===== src/rtl/qec_pkg.sv =====
`default_nettype none

package qec_pkg;

  // Sequencer states of the quantizer.
  typedef enum logic [2:0] {
    ST_IDLE,
    ST_CARRY,
    ST_DIV,
    ST_ROUND,
    ST_DONE
  } state_t;

  // Configuration register indexes.
  localparam logic [2:0] REG_ROUND_MODE  = 3'd0;
  localparam logic [2:0] REG_CARRY_ERROR = 3'd1;
  localparam logic [2:0] REG_LSB_CH0     = 3'd2;
  localparam logic [2:0] REG_LSB_CH1     = 3'd3;
  localparam logic [2:0] REG_LSB_CH2     = 3'd4;
  localparam logic [2:0] REG_LSB_CH3     = 3'd5;

  // Rounding modes.
  localparam logic [1:0] RND_TO_ZERO   = 2'd0;
  localparam logic [1:0] RND_AWAY      = 2'd1;
  localparam logic [1:0] RND_NEAREST   = 2'd2;
  localparam logic [1:0] RND_NONE      = 2'd3;

  localparam int unsigned LSB_W   = 31;
  localparam int unsigned NUM_REG_CH = 4;
  localparam logic [LSB_W-1:0] LSB_RESET = 31'd65536;

endpackage

`default_nettype wire


===== src/rtl/quantizer_with_error_carry.sv =====
`default_nettype none

// Quantizes one signed Q16.16 sample of one channel to a signed multiple of
// that channel's step size (lsb_ch0..lsb_ch3, unsigned Q15.16; a step of zero
// acts as one raw LSB). With carry_error set, the leftover error stored for
// the channel is added to the sample first, saturating to 32 bits. The
// magnitude is rounded to a step multiple toward zero, away from zero, or to
// nearest with ties away from zero, the sign is restored, and the new
// leftover error is stored for the channel. Round mode 3 passes the working
// value through. Any clipping, of the carried sum or of the result, raises
// the saturated flag. Each accepted word passes through the carry state,
// which adds the carried error, a shared restoring divider that forms the
// remainder one bit per cycle, and the round state, which forms the result,
// held until taken. The block takes no new word until the result has been
// taken. The per-channel error store is cleared by reset. The user must write
// configuration only while idle; the block itself does not enforce this.
module quantizer_with_error_carry #(
  parameter int NUM_CHANNELS = 4
) (
  input  wire logic        clk,
  input  wire logic        rst,
  // Input stream.
  input  wire logic        s_tvalid,
  output logic             s_tready,
  input  wire logic [31:0] s_tdata,   // [31:0] sample
  input  wire logic [1:0]  s_tuser,   // [1:0] channel
  // Output stream.
  output logic             m_tvalid,
  input  wire logic        m_tready,
  output logic [31:0]      m_tdata,   // [31:0] quantized
  output logic [2:0]       m_tuser,   // [1:0] channel_out, [2] saturated
  // Configuration write port.
  input  wire logic        cfg_we,
  input  wire logic [2:0]  cfg_index,
  input  wire logic [30:0] cfg_data
);

  localparam int CH_W = (NUM_CHANNELS > 1) ? $clog2(NUM_CHANNELS) : 1;

  qec_pkg::state_t state, state_next;

  // Configuration registers.
  logic [1:0]               round_mode;
  logic                     carry_error;
  logic [qec_pkg::LSB_W-1:0] lsb [qec_pkg::NUM_REG_CH];

  // Per-channel leftover error.
  logic [31:0] channel_error [NUM_CHANNELS];

  // Working registers for the word in flight.
  logic [1:0]               ch;
  logic                     ch_valid;
  logic [31:0]              work;
  logic                     neg;
  logic [31:0]              mag;
  logic [31:0]              dvd;
  logic [qec_pkg::LSB_W-1:0] step;
  logic [qec_pkg::LSB_W-1:0] rem;
  logic [4:0]               count;
  logic                     sat;
  logic [31:0]              quantized;

  // Datapath signals.
  logic [31:0]              err_rd;
  logic [32:0]              carry_sum;
  logic [31:0]              work_sat;
  logic                     carry_ovf;
  logic [qec_pkg::LSB_W-1:0] lsb_rd;
  logic [31:0]              trial;
  logic                     trial_ge;
  logic                     inc;
  logic [33:0]              prod;
  logic                     prod_clip;
  logic [31:0]              result;

  // ---------------------------------------------------------------------
  // Configuration
  // ---------------------------------------------------------------------
  always_ff @(posedge clk) begin
    if (rst) begin
      round_mode  <= qec_pkg::RND_TO_ZERO;
      carry_error <= 1'b0;
      for (int i = 0; i < qec_pkg::NUM_REG_CH; i++) begin
        lsb[i] <= qec_pkg::LSB_RESET;
      end
    end else if (cfg_we) begin
      case (cfg_index)
        qec_pkg::REG_ROUND_MODE:  round_mode  <= cfg_data[1:0];
        qec_pkg::REG_CARRY_ERROR: carry_error <= cfg_data[0];
        qec_pkg::REG_LSB_CH0:     lsb[0]      <= cfg_data;
        qec_pkg::REG_LSB_CH1:     lsb[1]      <= cfg_data;
        qec_pkg::REG_LSB_CH2:     lsb[2]      <= cfg_data;
        qec_pkg::REG_LSB_CH3:     lsb[3]      <= cfg_data;
        default: ;
      endcase
    end
  end

  // ---------------------------------------------------------------------
  // Sequencer
  // ---------------------------------------------------------------------
  always_ff @(posedge clk) begin
    if (rst) begin
      state <= qec_pkg::ST_IDLE;
    end else begin
      state <= state_next;
    end
  end

  always_comb begin
    state_next = state;
    case (state)
      qec_pkg::ST_IDLE:  if (s_tvalid) state_next = qec_pkg::ST_CARRY;
      qec_pkg::ST_CARRY: state_next = qec_pkg::ST_DIV;
      qec_pkg::ST_DIV:   if (count == 5'd31) state_next = qec_pkg::ST_ROUND;
      qec_pkg::ST_ROUND: state_next = qec_pkg::ST_DONE;
      qec_pkg::ST_DONE:  if (m_tready) state_next = qec_pkg::ST_IDLE;
      default:           state_next = qec_pkg::ST_IDLE;
    endcase
  end

  always_comb begin
    s_tready = 1'b0;
    m_tvalid = 1'b0;
    case (state)
      qec_pkg::ST_IDLE: s_tready = 1'b1;
      qec_pkg::ST_DONE: m_tvalid = 1'b1;
      default: ;
    endcase
  end

  assign m_tdata = quantized;
  assign m_tuser = {sat, ch};

  // ---------------------------------------------------------------------
  // Carry add with saturation
  // ---------------------------------------------------------------------
  // Channels beyond the store carry no error.
  assign err_rd    = (carry_error && ch_valid) ? channel_error[ch[CH_W-1:0]] : 32'd0;
  assign carry_sum = {work[31], work} + {err_rd[31], err_rd};
  assign carry_ovf = carry_sum[32] != carry_sum[31];
  assign work_sat  = carry_ovf ? (carry_sum[32] ? 32'h8000_0000 : 32'h7FFF_FFFF)
                               : carry_sum[31:0];
  assign lsb_rd    = lsb[ch];

  // ---------------------------------------------------------------------
  // Restoring divider step: only the remainder is kept, since the rounded
  // multiple equals the magnitude minus the remainder, plus one step when
  // rounding up.
  // ---------------------------------------------------------------------
  assign trial    = {rem, dvd[31]};
  assign trial_ge = trial >= {1'b0, step};

  // ---------------------------------------------------------------------
  // Rounding and result
  // ---------------------------------------------------------------------
  always_comb begin
    case (round_mode)
      qec_pkg::RND_AWAY:    inc = rem != '0;
      qec_pkg::RND_NEAREST: inc = {rem, 1'b0} >= {1'b0, step};
      default:              inc = 1'b0;
    endcase
    prod = {2'b00, mag} - {3'b000, rem} + (inc ? {3'b000, step} : 34'd0);
    if (neg) begin
      prod_clip = prod > 34'h0_8000_0000;
      result    = prod_clip ? 32'h8000_0000 : 32'(34'd0 - prod);
    end else begin
      prod_clip = prod > 34'h0_7FFF_FFFF;
      result    = prod_clip ? 32'h7FFF_FFFF : prod[31:0];
    end
    if (round_mode == qec_pkg::RND_NONE) begin
      prod_clip = 1'b0;
      result    = work;
    end
  end

  // ---------------------------------------------------------------------
  // Datapath registers
  // ---------------------------------------------------------------------
  always_ff @(posedge clk) begin
    case (state)
      qec_pkg::ST_IDLE: begin
        ch       <= s_tuser;
        ch_valid <= {1'b0, s_tuser} < 3'(NUM_CHANNELS);
        work     <= s_tdata;
        sat      <= 1'b0;
      end
      qec_pkg::ST_CARRY: begin
        work  <= work_sat;
        sat   <= carry_ovf;
        neg   <= work_sat[31];
        mag   <= work_sat[31] ? 32'd0 - work_sat : work_sat;
        dvd   <= work_sat[31] ? 32'd0 - work_sat : work_sat;
        step  <= (lsb_rd == '0) ? qec_pkg::LSB_W'(1) : lsb_rd;
        rem   <= '0;
        count <= 5'd0;
      end
      qec_pkg::ST_DIV: begin
        rem   <= trial_ge ? qec_pkg::LSB_W'(trial - {1'b0, step}) : trial[30:0];
        dvd   <= {dvd[30:0], 1'b0};
        count <= count + 5'd1;
      end
      qec_pkg::ST_ROUND: begin
        quantized <= result;
        sat       <= sat | prod_clip;
      end
      default: ;
    endcase
  end

  // Error store, cleared at reset and written once per word.
  always_ff @(posedge clk) begin
    if (rst) begin
      for (int i = 0; i < NUM_CHANNELS; i++) begin
        channel_error[i] <= 32'd0;
      end
    end else if (state == qec_pkg::ST_ROUND && ch_valid) begin
      channel_error[ch[CH_W-1:0]] <= work - result;
    end
  end

endmodule

`default_nettype wire

===== config.mk =====
export PLATFORM = sky130hd
export DESIGN_NAME = quantizer_with_error_carry
export DESIGN_NICKNAME = d
export VERILOG_FILES = /design/src/rtl/qec_pkg.sv /design/src/rtl/quantizer_with_error_carry.sv
export SDC_FILE = /design/constraint.sdc
export NUM_CORES = 1
export LEC_CHECK = 0
export ABC_CLOCK_PERIOD_IN_PS = 19800
export BUFFER_PORTS_ARGS = -buffer_cell sky130_fd_sc_hd__buf_4
export CAP_MARGIN = 30
export CORE_ASPECT_RATIO = 0.75
export CORE_MARGIN = 4
export CORE_UTILIZATION = 40
export DETAILED_ROUTE_END_ITERATION = 8
export PLACE_DENSITY = 0.65
export SYNTH_ARGS = -nofsm -noshare
export SYNTH_HDL_FRONTEND = slang
export SYNTH_SLANG_ARGS = --single-unit

===== constraint.sdc =====
create_clock -name clk -period 19.8 [get_ports clk]
set_input_delay 0.99 -clock clk [delete_from_list [all_inputs] [get_ports clk]]
set_output_delay 0.99 -clock clk [all_outputs]
set_load 0.01 [all_outputs]

==> run_results.csv <==
group,metric,value,unit
critical_path,start_kind,"flip-flop",
pwr,internal_power,2.38,mW
detailed_routing,vias_per_cell,5.75,
critical_path,crit_family,"compound AO/OA/AOI/OAI gates",
flow_run,max_cap_viol_count,0,
clock_tree,cts_tree,"yes",
global_route,grt_pass1_wl,131,mm
cells_and_area,fin_cells,4011,
cells_and_area,drive_gt1_share,12.4,%
critical_path,cp_data_arrival_time,12330,ps
pwr,p_comb_share,41.3,%
yosys,syn_area_per_cell,10.2,µm²
critical_path,cp_num_buf_inv,2,
floorplan,initial_core_util,40.5,%
clock_tree,clock-sinks,459,
timing,tightest_slew,972,ps
detailed_routing,first_iter_violations,2576,
critical_path,cp_slowest_stage_delay,580,ps
clock_tree,postCtsSetupRepairBufs,0,
timing,worst_slack,7790,ps
timing,finalSetupViolations,0,
yosys,synth-seq-cells,459,
detailed_routing,drc,0,
timing,fmax,0.0833,GHz
yosys,yosysSeqAreaShare,45.9,%
global_route,antenna_found_initial,2,
yosys,yosys.cell_types.count,104,
detailed_routing,dr.pass1.iters,6,
critical_path,crit_path_end_kind,"flip-flop",
critical_path,cp_max_fo,18,
yosys,syn-cell-area,29900,µm²
pwr,p_leak,13.4,nW
yosys,yosysTopAreaCellShare,45.3,%
outcome,outcome,"finished clean",
timing,fin_skew,39.3,ps
pwr,switching_share,38.5,%
floorplan,rows,86,
clock_tree,cts.htree.levels,2,
placed_design,dpl.hpwl,63.8,mm
floorplan,die-height,245,µm
cells_and_area,layout_common_cells,"edfxtp_1 (451), nor2_1 (326), nand2_1 (229)",
timing,post-route-period-util,60.7,%
global_route,grt_pass1_vias,21500,
floorplan,pin_count,110,
min_path,hold_path_class,"flip-flop to flip-flop",
timing,hold_viol,0,
timing,rsz0062_at_grt,"false",
detailed_routing,wl_per_cell,21.5,µm
placed_design,gp_congestion,0.963,
pwr,vdd_ir_drop_max,0.0000625,V
detailed_routing,antenna_left,0,
detailed_routing,via_count,23100,
cells_and_area,final_common_cell,"edfxtp_1",
floorplan,die_x,324,µm
yosys,synthArstFlopShare,0,%
pwr,p_seq_share,32.9,%
timing,fin_tns_setup,0,ps
pwr,clkPwrFrac,25.9,%
yosys,synth_warnings,0,
pwr,powerDensity,115,nW/µm²
yosys,synthesis.nets,3161,
yosys,synth_top_area_cell,"edfxtp_1",
cells_and_area,antennaDiodeCount,0,
clock_tree,cts_root_buffer,"clkbuf_16",
yosys,synth_area_leaders,"edfxtp_1 (45%), ha_1 (6.7%), mux4_2 (4.7%), nor2_1 (4.1%), and2_1 (4.1%)",
cells_and_area,area_growth,12.7,%
global_route,grt_max_degree,69,
floorplan,fp.dieArea,79200,µm²
cells_and_area,nNetsFinal,3241,
detailed_routing,finalWirelength,86.2,mm
placed_design,dp_worst_setup_slack,8230,ps
clock_tree,worstSkewPairLatency,630,ps
placed_design,dp.cells,3919,
global_route,grt_usage,21.3,%
clock_tree,cts_resized,0,
clock_tree,cts_buffer_depth,3,
yosys,synth_edf_count,451,
global_route,overflow,0,
clock_tree,path_clk_slew,60,ps
timing,fin_crit,12010,ps
yosys,synth_ff_type,"edfxtp_1",
timing,slew-limit-headroom,35.2,%
yosys,syn_inst,2923,
critical_path,worstPathRequired,20120,ps
timing,drv_slew,0,
critical_path,critical_path_class,"flip-flop to flip-flop",
clock_tree,hold_buffers,0,
floorplan,coreArea,73700,µm²
clock_tree,cts_buffers,49,
placed_design,io_buffers,109,
pwr,p_sw,1.49,mW
critical_path,cpMaxStageDelayCell,"a2111oi_2",
registers in the layout, indices dropped and copies added, names as in the netlist, 3 cells and up, named ones only:
register       flops
state              3
step              31
rem               31
m_tdata           32
dvd               32
channel_error    128
lsb              124
count              5
work              32
mag               32
per-layer routing:
| metal | up-vias | part of all wire [%] | GRT usage (%) |
|---|---|---|---|
| met3 | 92 | 9.3 | 4.21 |
| li1 | 10900 | - | - |
| met1 | 11200 | 47 | 33.1 |
| met5 | - | 0.015 | 0 |
| met2 | 952 | 42 | 30.7 |
| met4 | 2 | 1.9 | 4.59 |
worst reg2reg max path: cells and delay by family (launching register included):
family	cells	cell delay, ps
AOI/OAI and AO/OA	27	6320
xor gates and xnor gates	2	480
adders and majority gates	4	1350
DFF	1	430
and+or+nand+nor	14	2730
buffers and inverters	2	410
path summary, 6_finish.rpt:
check | startpoint | to | slack, ps | cells past startpoint
min | dvd[13] | dvd[14] | 510 | 2
min reg2reg | dvd[13] | dvd[14] | 510 | 2
max | rem[16] | channel_error[1][27] | 7790 | 49
max reg2reg | rem[16] | channel_error[1][27] | 7790 | 49
metrics by stage:
step	power [mW]	hold WS [ps]	area [µm²]	utilization, %
2_1_floorplan	2.40	484	29900	-
6_report	3.88	506	33700	45.7
5_1_grt	4.08	537	33700	45.7
4_1_cts	3.86	511	33600	45.6
3_5_place_dp	2.85	496	31900	43.3
3_3_place_gp	2.85	487	31800	43.1
power by group through the flow:
stage / clock, mW / combinational, mW / sequential, mW
final: 1.00 / 1.60 / 1.27
after global placement: 0 / 1.55 / 1.29
after global routing: 1.06 / 1.74 / 1.28
after detailed placement: 0 / 1.56 / 1.29
after CTS: 1.02 / 1.57 / 1.27
after floorplan: 0 / 1.14 / 1.26
cells in the mapped netlist (6+ instances only):
cell      number
nor3b_1        8
a31oi_1       23
edfxtp_1     451
o21a_1        19
xnor2_1      107
buf_2          8
o31a_1         6
nor3_1        40
and2_1       196
a21boi_0      12
nand4_1       30
or2_2         12
nand2_1      232
nand3b_1       9
inv_1        191
or4_1          6
a211oi_1      16
o21ai_1        8
nand2b_1      22
a22o_1         6
o21ai_0      143
and3_1        20
and4_1         8
nor4_1        25
nand3_1       46
mux2_2        15
o31ai_1       13
clkbuf_1      98
xor2_1        53
mux4_2        62
ha_1         160
a211o_1        7
nor2_1       329
buf_1          9
nor2b_1       21
dfxtp_1        8
o22ai_1       14
or3_1         27
mux2i_1        9
a21o_1        72
a21oi_1      198
o211ai_1      19
a22oi_1        7
o21bai_1      26
cell type report:
class / instances / area (µm²)
multi-input cells: 2153 / 15100
inverters: 194 / 729
clock buffers: 59 / 1280
repair buffers: 146 / 1200
clock inverters: 32 / 448
flip-flops and latches: 459 / 13700
fillers: 6840 / 40100
well taps: 968 / 1210
logic make-up (layout without fill, tap and decap cells):
group / Yosys count / in the layout / share of synthesized area (%)
AND/OR/NAND/NOR: 1050 / 1050 / 17.3
AO/OA/AOI/OAI: 689 / 689 / 15.4
flip-flops: 459 / 459 / 45.9
buffers and inverters: 311 / 431 / 3.97
adder cells (fa/ha/maj): 166 / 166 / 7.07
XOR/XNOR: 162 / 162 / 4.80
multiplexers: 86 / 86 / 5.54
No activity file was read; power rests on OpenSTA's default activity.
